===== src/hdl/kcs_pkg.sv =====
// Package: types, constants and codes shared by the keyframe curve sampler.
package kcs_pkg;

  localparam int unsigned MaxKeys = 64;
  localparam int unsigned IdxW = $clog2(MaxKeys);
  localparam int unsigned CntW = $clog2(MaxKeys + 1);

  localparam logic [1:0] ReqClear  = 2'd0;
  localparam logic [1:0] ReqAppend = 2'd1;
  localparam logic [1:0] ReqSample = 2'd2;

  localparam logic [2:0] StSampled = 3'd0;
  localparam logic [2:0] StDefault = 3'd1;
  localparam logic [2:0] StStored  = 3'd2;
  localparam logic [2:0] StFull    = 3'd3;
  localparam logic [2:0] StCleared = 3'd4;

  localparam logic CfgInterpStep = 1'b0;
  localparam logic CfgMinSpan    = 1'b1;

  typedef struct packed {
    logic [1:0]         req_type;
    logic signed [31:0] key_time;
    logic signed [31:0] key_x;
    logic signed [31:0] key_y;
    logic signed [31:0] key_z;
    logic signed [31:0] query_time;
    logic signed [31:0] default_x;
    logic signed [31:0] default_y;
    logic signed [31:0] default_z;
  } req_t;

  typedef struct packed {
    logic signed [31:0] out_x;
    logic signed [31:0] out_y;
    logic signed [31:0] out_z;
    logic [2:0]         status;
  } rsp_t;

  // Commands from controller to datapath.
  typedef struct packed {
    logic            load;     // capture input item
    logic            append;   // write key at count
    logic            clear;    // zero key count
    logic            rd_en;    // read entry at rd_idx
    logic [IdxW-1:0] rd_idx;
    logic            cap_left; // latch read data as left key
    logic            cap_right;
    logic            div_start;
    logic            mul_start;
    logic            out_zero; // result: zeros with status
    logic            out_left; // result: key value on the read register
    logic            out_dflt; // result: defaults
    logic            out_blend;
    logic [2:0]      status;
  } cmd_t;

  // Status from datapath to controller.
  typedef struct packed {
    logic [1:0]      req_type;
    logic [CntW-1:0] count;
    logic            t_le_rd;  // query <= time of data read last cycle
    logic            t_ge_rd;  // query >= time of data read last cycle
    logic            interp_step;
    logic            div_done;
    logic            mul_done;
  } sts_t;

endpackage


===== src/hdl/kcs_ctrl.sv =====
// Controller: request decode, segment search sequencing and output handshake.
module kcs_ctrl
  import kcs_pkg::*;
(
  input  logic clk_i,
  input  logic rst_ni,
  input  logic in_valid_i,
  output logic in_stall_o,
  output logic out_valid_o,
  input  logic out_stall_i,
  input  sts_t sts_i,
  output cmd_t cmd_o
);

  typedef enum logic [10:0] {
    S_IDLE  = 11'b00000000001,
    S_DEC   = 11'b00000000010,
    S_RDF   = 11'b00000000100, // not entered; S_DEC reads the first key
    S_CHKF  = 11'b00000001000,
    S_CHKL  = 11'b00000010000, // last key on rd
    S_RDL   = 11'b00000100000, // left of segment on rd
    S_RDR   = 11'b00001000000, // right of segment on rd
    S_DIV   = 11'b00010000000,
    S_MUL   = 11'b00100000000,
    S_OUT   = 11'b01000000000,
    S_WAIT  = 11'b10000000000
  } state_e;

  state_e          state_q, state_d;
  logic [IdxW-1:0] idx_q, idx_d;
  logic            ov_q, ov_d;
  logic [CntW-1:0] last_w;

  assign last_w = sts_i.count - 1'b1;

  always_ff @(posedge clk_i or negedge rst_ni) begin
    if (!rst_ni) begin
      state_q <= S_IDLE;
      idx_q   <= '0;
      ov_q    <= 1'b0;
    end else begin
      state_q <= state_d;
      idx_q   <= idx_d;
      ov_q    <= ov_d;
    end
  end

  assign in_stall_o  = (state_q != S_IDLE) || (ov_q && out_stall_i);
  assign out_valid_o = ov_q;

  always_comb begin
    state_d = state_q;
    idx_d   = idx_q;
    ov_d    = ov_q && out_stall_i;
    cmd_o   = '0;
    unique case (state_q)
      S_IDLE: begin
        if (in_valid_i && !in_stall_o) begin
          cmd_o.load = 1'b1;
          state_d    = S_DEC;
        end
      end
      S_DEC: begin
        priority if (sts_i.req_type == ReqClear) begin
          cmd_o.clear = 1'b1; cmd_o.out_zero = 1'b1; cmd_o.status = StCleared;
          state_d = S_WAIT;
        end else if (sts_i.req_type == ReqAppend) begin
          cmd_o.out_zero = 1'b1;
          if (sts_i.count >= CntW'(MaxKeys)) cmd_o.status = StFull;
          else begin
            cmd_o.append = 1'b1; cmd_o.status = StStored;
          end
          state_d = S_WAIT;
        end else if (sts_i.req_type == ReqSample) begin
          if (sts_i.count == '0) begin
            cmd_o.out_dflt = 1'b1; cmd_o.status = StDefault;
            state_d = S_WAIT;
          end else begin
            cmd_o.rd_en = 1'b1; cmd_o.rd_idx = '0;
            state_d = S_CHKF;
          end
        end else begin
          state_d = S_IDLE; // unused code: drop silently
        end
      end
      S_CHKF: begin
        if (sts_i.count == CntW'(1) || sts_i.t_le_rd) begin
          cmd_o.out_left = 1'b1; cmd_o.status = StSampled;
          state_d = S_WAIT;
        end else begin
          cmd_o.rd_en = 1'b1; cmd_o.rd_idx = last_w[IdxW-1:0];
          state_d = S_CHKL;
        end
      end
      S_CHKL: begin
        if (sts_i.t_ge_rd) begin
          cmd_o.out_left = 1'b1; cmd_o.status = StSampled;
          state_d = S_WAIT;
        end else begin
          cmd_o.rd_en = 1'b1; cmd_o.rd_idx = '0; idx_d = '0;
          state_d = S_RDL;
        end
      end
      S_RDL: begin
        // Left key of segment idx is on the read register.
        if (sts_i.t_ge_rd) begin
          cmd_o.cap_left = 1'b1;
          cmd_o.rd_en = 1'b1; cmd_o.rd_idx = idx_q + 1'b1;
          state_d = S_RDR;
        end else begin
          idx_d = idx_q + 1'b1;
          if ({1'b0, idx_q} + 1'b1 >= last_w) begin
            cmd_o.rd_en = 1'b1; cmd_o.rd_idx = last_w[IdxW-1:0];
            state_d = S_OUT;
          end else begin
            cmd_o.rd_en = 1'b1; cmd_o.rd_idx = idx_q + 1'b1;
          end
        end
      end
      S_RDR: begin
        if (sts_i.t_le_rd) begin
          cmd_o.cap_right = 1'b1;
          if (sts_i.interp_step) begin
            cmd_o.rd_en = 1'b1; cmd_o.rd_idx = idx_q;
            state_d = S_OUT;
          end else state_d = S_DIV;
        end else begin
          // right key becomes next left candidate
          idx_d = idx_q + 1'b1;
          if ({1'b0, idx_q} + 1'b1 >= last_w) begin
            cmd_o.rd_en = 1'b1; cmd_o.rd_idx = last_w[IdxW-1:0];
            state_d = S_OUT;
          end else begin
            cmd_o.rd_en = 1'b1; cmd_o.rd_idx = idx_q + 1'b1;
            state_d = S_RDL;
          end
        end
      end
      S_DIV: begin
        cmd_o.div_start = 1'b1;
        state_d = S_MUL;
      end
      S_MUL: begin
        if (sts_i.div_done) begin
          cmd_o.mul_start = 1'b1;
          state_d = S_WAIT;
          idx_d = '1;
        end
      end
      S_OUT: begin
        cmd_o.out_left = 1'b1; cmd_o.status = StSampled;
        state_d = S_WAIT;
      end
      S_WAIT: begin
        if (sts_i.mul_done) begin
          cmd_o.out_blend = 1'b1; cmd_o.status = StSampled;
        end else begin
          ov_d = 1'b1;
          state_d = S_IDLE;
        end
      end
      default: state_d = S_IDLE;
    endcase
  end

`ifndef SYNTHESIS
  a_onehot: assert property (@(posedge clk_i) disable iff (!rst_ni)
    $onehot(state_q)) else $error("state not one-hot");
  a_no_accept_busy: assert property (@(posedge clk_i) disable iff (!rst_ni)
    cmd_o.load |-> !ov_q || !out_stall_i) else $error("accept over pending result");
  a_out_once: assert property (@(posedge clk_i) disable iff (!rst_ni)
    (state_q == S_WAIT && !sts_i.mul_done) |=> ov_q) else $error("result lost");
`endif

endmodule


===== config.mk =====
export PLATFORM = sky130hd
export DESIGN_NAME = kcs_ctrl
export DESIGN_NICKNAME = d
export VERILOG_FILES = /design/src/hdl/kcs_pkg.sv /design/src/hdl/kcs_ctrl.sv
export SDC_FILE = /design/constraint.sdc
export NUM_CORES = 1
export LEC_CHECK = 0
export CAP_MARGIN = 10
export CORE_AREA = 2 2 59 61
export CTS_CLUSTER_SIZE = 14
export DETAILED_ROUTE_END_ITERATION = 10
export DIE_AREA = 0 0 61 63
export DONT_BUFFER_PORTS = 1
export PLACE_DENSITY = 0.74
export SLEW_MARGIN = 25
export SYNTH_ARGS = -nofsm -noshare
export SYNTH_HDL_FRONTEND = slang
export SYNTH_SLANG_ARGS = --single-unit

===== constraint.sdc =====
create_clock -name clk_i -period 4.1 [get_ports clk_i]
set_clock_uncertainty 0.1 [all_clocks]
set_input_delay 0.41 -clock clk_i [delete_from_list [all_inputs] [get_ports clk_i]]
set_output_delay 0.41 -clock clk_i [all_outputs]
set_load 0.005 [all_outputs]

==> results of run 1 <==
## report_power, final
group	internal, W	switching (W)	leakage [nW]
registers	0.000184	0.0000225	0.233
clock network	0.0000380	0.0000554	0.0150
logic	0.0000746	0.000111	0.507
total	0.000297	0.000189	0.755
## state kept, by name, summed over array words and instances (netlist names)
| name | cells |
|---|---|
| state_q | 10 |
| out_valid_o | 1 |
| idx_q | 6 |
## through the flow
step	instances	util, %	power [W]	area, um^2	hold slack (ns)
global placement	257	54.2	0.000388	1750	0.0149
finish	262	55.4	0.000486	1790	0.0660
floorplan	219	-	0.000361	1720	0.0144
detailed placement	257	54.2	0.000389	1750	0.0149
CTS	262	55.3	0.000487	1790	0.0635
global route	262	55.4	0.000520	1790	0.0614
## routing by layer
metal,vias to the layer above,global-route usage [%]
li1,804,-
met1,709,30.9
met2,48,35.2
met3,6,5.18
met4,0,4.62
met5,-,0
## what timing repair did
item                       CTS  global route
hold endpoints to repair    17             0
setup endpoints to repair    0             1
hold buffers                 1             0
gates resized for setup      0             1
## cells in the final DEF (no fill, tap or decap), types with 3 or more instances in the layout
master / n
and3_1: 4
xor2_1: 4
a211oi_1: 3
mux2_2: 6
clkbuf_4: 3
nand3_1: 9
nand2b_1: 3
or3_1: 3
o22ai_1: 3
nor4_1: 6
nor2_1: 16
ha_1: 10
dfrtp_1: 16
a21oi_1: 6
inv_1: 12
nand2_1: 18
nand4_1: 3
o221ai_1: 3
nor3b_1: 3
o21ai_0: 22
a21o_1: 5
nor3_1: 14
and2_1: 4
nor2b_1: 4
xnor2_1: 6
## worst max-delay path: stages, from the launching register on
cell and delay (ns):
dfrtp_1 0.50, ha_2 0.30, nand3_1 0.11, xnor2_1 0.28, ha_1 0.28, and3_1 0.15
a221o_1 0.29, a31o_2 0.27, or3_1 0.38, a21oi_1 0.18, mux2i_1 0.12, o21ai_0 0.16
## how the worst max path moves through the flow
stage                     depth (start not counted)   endpoint                 start  slack [ns]
final                                            11  cmd_o[11]  idx_q[0]$_DFFE_PN0P_        0.27
after global routing                             11  cmd_o[11]  idx_q[0]$_DFFE_PN0P_        0.06
after CTS                                        11  cmd_o[11]  idx_q[0]$_DFFE_PN0P_        0.22
after detailed placement                         11  cmd_o[11]              sts_i[7]        0.34
after global placement                           11  cmd_o[13]              sts_i[7]        0.38
after floorplan                                  11  cmd_o[13]              sts_i[7]        0.47
## layout make-up
type                            instances  area [um^2]  share of cell area [%]
Inverter                               12         45.0                    2.52
Timing Repair Buffer                    2         17.5                   0.979
Sequential cell                        17          427                    23.8
Tap cell                               46         57.6                    3.22
Clock buffer                            4         26.3                    1.47
Multi-Input combinational cell        181         1220                    68.0
## kinds of logic (layout without fill, tap and decap cells)
kind of cell,Yosys count,in the layout
buffers and inverters,21,18
AND/OR/NAND/NOR,99,99
multiplexers,7,7
XOR/XNOR,10,10
adder cells (fa/ha/maj),11,11
flip-flops,17,17
AO/OA/AOI/OAI,54,54
==> results.py, run 1 <==
metrics = {
    "clock_tree": {
        "h-tree-depth": 1,
        "root_buffer": "clkbuf_4",
        "numCtsBuffers": 3,
        "cts_setup_buffers": 0,
        "cts_buffer_depth": 2,
        "clock_latency_ns": 0.30,
        "cts_tree": "built",
        "clock_sinks": 17,
        "clk_pin_slew_ns": 0.11,
    },
    "placed_design": {
        "dp_hpwl_um": 3170,
        "io_buffers": 0,
        "gp_congestion": 0.885,
        "pre_cts_ws_ns": 0.340,
    },
    "finish": {
        "diodes": 0,
        "drive_gt1_share_pct": 11.1,
        "fill_cells": 324,
        "nets": 246,
        "area_delta_synth_final_pct": 3.85,
    },
    "route": {
        "drc": 0,
        "first_iter_violations": 65,
        "via_per_inst": 5.98,
        "antenna_left": 0,
        "wl_per_cell_um": 15.3,
        "vias": 1567,
        "route.met3.wl_um": 252,
        "met1_length_um": 1850,
        "drt_pass1_iterations": 4,
        "top_layer_used": "met4",
        "wl_um": 4010,
        "met2_wirelength_um": 1870,
    },
    "yosys": {
        "async_flop_share_pct": 100,
        "synth_edf_count": 0,
        "yosysWarnings": 0,
        "synth_top_family_by_area": "simple AND/OR/NAND/NOR gates",
        "syn_area_per_cell_um2": 7.87,
        "synth_simple_gate_area_share_pct": 31.2,
        "synth.most_common_cell": "o21ai_0",
        "syn_nets": 248,
        "synth_area_mm2": 0.00172,
        "synth_area_leaders": "dfrtp_1 (23%), ha_1 (8.0%), o21ai_0 (6.4%), nor3_1 (4.1%), nand2_1 (3.9%)",
        "synth-seq-cells": 17,
        "seq_area_frac_synth_pct": 24.8,
        "synthMuxAreaShare_pct": 4.50,
        "synth_xor_area_share_pct": 5.08,
        "yosys.area.top_type": "dfrtp_1",
        "synthDistinctLibCells": 48,
        "syn_inst": 219,
        "ys.flop_type": "dfrtp_1",
        "synth_compound_area_share_pct": 21.6,
        "yosysTopAreaCellShare_pct": 23.2,
        "ys_top_cells_by_count": "o21ai_0 (22), nand2_1 (18), dfrtp_1 (16), nor2_1 (16), nor3_1 (14)",
        "synth_adder_area_share_pct": 7.99,
    },
    "timing": {
        "setup_viol_count_final": 0,
        "post-route-period-util_pct": 93.5,
        "relSlewSlack_pct": 48.0,
        "max_slew.worst_pin.slew_ns": 0.777,
        "rsz0062_at_grt": "false",
        "tns_ns": 0,
        "max_freq_mhz": 261,
        "hold_viol": 0,
        "setup_ws_ns": 0.268,
        "fin_crit_ns": 3.83,
        "slew_viol_final": 0,
    },
    "min_path": {
        "timing.hold.worst.class": "primary input to register",
        "min-delay-start": "sts_i[4]",
        "holdPathEnd": "state_q[4]$_DFFE_PN0P_",
        "min_path_cells": 1,
    },
    "floorplan": {
        "die_w_um": 61,
        "dieArea_mm2": 0.00384,
        "initial_core_util_pct": 53.3,
        "io_pins": 41,
        "rows": 21,
        "chipHeight_um": 63,
        "core_area_mm2": 0.00323,
    },
    "critical_path": {
        "critPathKind": "register to output port",
        "cp-end-kind": "output port",
        "rrSetupSlack_ns": 1.29,
        "crit_fanout": 7,
        "r2r-end": "state_q[9]$_DFFE_PN0P_",
        "startpoint_type": "register",
        "r2r_start": "idx_q[0]$_DFFE_PN0P_",
        "cp.required_ns": 3.59,
        "worstPathArrival_ns": 3.32,
        "reg2reg_depth": 9,
    },
    "grt": {
        "grt_usage_pct": 22.4,
        "grt_overflow": 0,
        "grt_max_degree": 18,
        "grt_first_pass_wirelength_um": 6670,
        "grt_pass1_vias": 1487,
        "antenna_found_initial": 0,
    },
    "power_and_ir_drop": {
        "p_per_area_mw_per_mm2": 271,
        "peakVddDrop_mv": 0.188,
        "leakage_nw": 0.755,
    },
    "run": {
        "drv_cap": 0,
    },
    "run_status": {
        "outcome": "finished clean",
    },
}
No activity file was read; power rests on OpenSTA's default activity.
==> run 2: changes to the inputs <==
==> constraint.sdc (replaced) <==
create_clock -name clk_i -period 4.1 [get_ports clk_i]
set_clock_uncertainty 0.1 [all_clocks]
set_input_delay 0.205 -clock clk_i [delete_from_list [all_inputs] [get_ports clk_i]]
set_output_delay 0.205 -clock clk_i [all_outputs]
set_load 0.005 [all_outputs]
==> run 2 against run 1 <==
  * Total power rose by 2.2%
  * Non-clock buffer count rose by 5
  * Clock power rose by 3.3%
  * Sequential share of layout area fell by 0.65 points
  * Worst setup slack improved by 0.095 ns
  * Register-to-register slack got worse by 0.08 ns
  * First-iteration DRC count rose by 66%
  * Via count rose by 4.3%
  * Critical path type unchanged
  * Critical endpoint is now cmd_o[13]
  * Largest cell class unchanged
==> results.py, run 2 (synthesis gave the netlist of run 1 again) <==
metrics = {
    "timing": {
        "relSlewSlack_pct": 48.0,
        "max_freq_mhz": 268,
        "max_slew.worst_pin.slew_ns": 0.777,
        "post-route-period-util_pct": 91.2,
        "setup_viol_count_final": 0,
        "fin_hold_ws_ns": 0.00236,
        "slew_viol_final": 0,
        "tns_ns": 0,
        "rsz0062_at_grt": "false",
        "fin_crit_ns": 3.74,
        "hold_viol": 0,
    },
    "route": {
        "antenna_left": 0,
        "drt_pass1_iterations": 4,
        "drc": 0,
        "vias": 1635,
        "wl_per_cell_um": 15.9,
        "met2_wirelength_um": 1990,
        "route.met3.wl_um": 241,
        "met1_length_um": 1980,
        "first_iter_violations": 108,
        "top_layer_used": "met4",
        "via_per_inst": 6.12,
        "wl_um": 4240,
    },
    "critical_path": {
        "r2r-end": "state_q[9]$_DFFE_PN0P_",
        "critical_path.most_common_cell": "ha_1",
        "slowest_delay_ns": 0.47,
        "startpoint_type": "register",
        "worstPathArrival_ns": 3.43,
        "critPathKind": "register to output port",
        "crit_fanout": 15,
        "cp.required_ns": 3.80,
        "rrSetupSlack_ns": 1.21,
        "crit_path_cell_trace": "ha_1, nand3_1, xnor2_1, ha_1, and3_1, a221o_1, a31o_2, or3_1, a21oi_1, nand2_1, o211ai_2",
        "cpMaxStageDelayCell": "dfrtp_1",
        "cp-end-kind": "output port",
        "path_buf_inv": 0,
        "reg2reg_depth": 9,
        "r2r_start": "idx_q[0]$_DFFE_PN0P_",
        "critPathTopFamily": "compound AO/OA/AOI/OAI gates",
    },
    "finish": {
        "drive_gt1_share_pct": 9.95,
        "area_delta_synth_final_pct": 6.75,
        "final_common_cell": "o21ai_0",
        "final_cell_mix": "o21ai_0 (22), nand2_1 (18), nor2_1 (16), dfrtp_1 (16), nor3_1 (14)",
        "nets": 251,
        "top_register": "state_q",
        "largest_reg_flops": 10,
        "diodes": 0,
    },
    "floorplan": {
        "initial_core_util_pct": 53.3,
        "io_pins": 41,
        "rows": 21,
        "chipHeight_um": 63,
        "core_area_mm2": 0.00323,
        "dieArea_mm2": 0.00384,
        "die_w_um": 61,
    },
    "clock_tree": {
        "h-tree-depth": 1,
        "cts-resized-gates": 0,
        "clk_pin_slew_ns": 0.11,
        "numCtsBuffers": 3,
        "clock_sinks": 17,
        "clock_latency_ns": 0.29,
        "root_buffer": "clkbuf_4",
        "cts_tree": "built",
        "cts_buffer_depth": 2,
    },
    "grt": {
        "grt_max_degree": 18,
        "grt_usage_pct": 23.2,
        "antenna_found_initial": 0,
        "grt_first_pass_wirelength_um": 6900,
        "grt_overflow": 0,
        "grt_pass1_vias": 1487,
    },
    "min_path": {
        "holdPathEnd": "state_q[10]$_DFFE_PN0P_",
        "min-delay-start": "sts_i[0]",
        "min_path_cells": 2,
        "timing.hold.worst.class": "primary input to register",
    },
    "placed_design": {
        "gp_congestion": 0.852,
        "dp_hpwl_um": 3240,
        "io_buffers": 0,
    },
    "run_status": {
        "outcome": "finished clean",
    },
    "power_and_ir_drop": {
        "p_per_area_mw_per_mm2": 270,
        "leakage_nw": 0.777,
        "peakVddDrop_mv": 0.134,
    },
    "run": {
        "drv_cap": 0,
    },
}
run 2: repair_timing:
item                                    CTS  global route
endpoints found under the setup margin    0             0
hold endpoints to repair                 24             0
hold buffers                              7             0
buffers inserted                          0             0
run 2: metrics by stage:
stage          setup WS [ns]  std cells  utilization (%)  cell area, um^2  power [W]
6_report               0.362        267             56.9             1840   0.000497
2_1_floorplan          0.880        219                -             1720   0.000361
4_1_cts                0.359        267             56.9             1840   0.000494
5_1_grt               0.0317        267             56.9             1840   0.000532
3_5_place_dp           0.638        256             53.9             1740   0.000390
3_3_place_gp           0.720        256             53.9             1740   0.000388
run 2: how the worst max path moves through the flow:
stage                          from   endpoint  slack, ns  depth (start not counted)
3_3_place_gp               sts_i[7]  cmd_o[13]       0.72                         11
3_5_place_dp               sts_i[7]  cmd_o[13]       0.64                         11
6_report       idx_q[0]$_DFFE_PN0P_  cmd_o[13]       0.36                         11
5_1_grt        idx_q[0]$_DFFE_PN0P_  cmd_o[13]       0.03                         11
2_1_floorplan              sts_i[7]  cmd_o[13]       0.88                         11
4_1_cts        idx_q[0]$_DFFE_PN0P_  cmd_o[13]       0.36                         11
run 2: area by class of cell:
type / count / area [um^2]
clock buffers: 4 / 26.3
inverters: 12 / 45.0
flip-flops and latches: 17 / 427
fillers: 305 / 1390
repair buffers: 7 / 70.1
well taps: 46 / 57.6
multi-input cells: 181 / 1210
run 2: metal layers:
layer	track usage (%)	up-vias
met5	0	-
met4	3.80	0
met3	5.18	4
met2	35.9	50
met1	33.2	766
li1	-	815
run 2: where the power goes:
group          internal, W  switching (W)  total [W]  leakage (nW)
registers         0.000184      0.0000227   0.000207         0.233
clock network    0.0000378      0.0000586  0.0000964        0.0150
logic            0.0000781       0.000115   0.000193         0.530
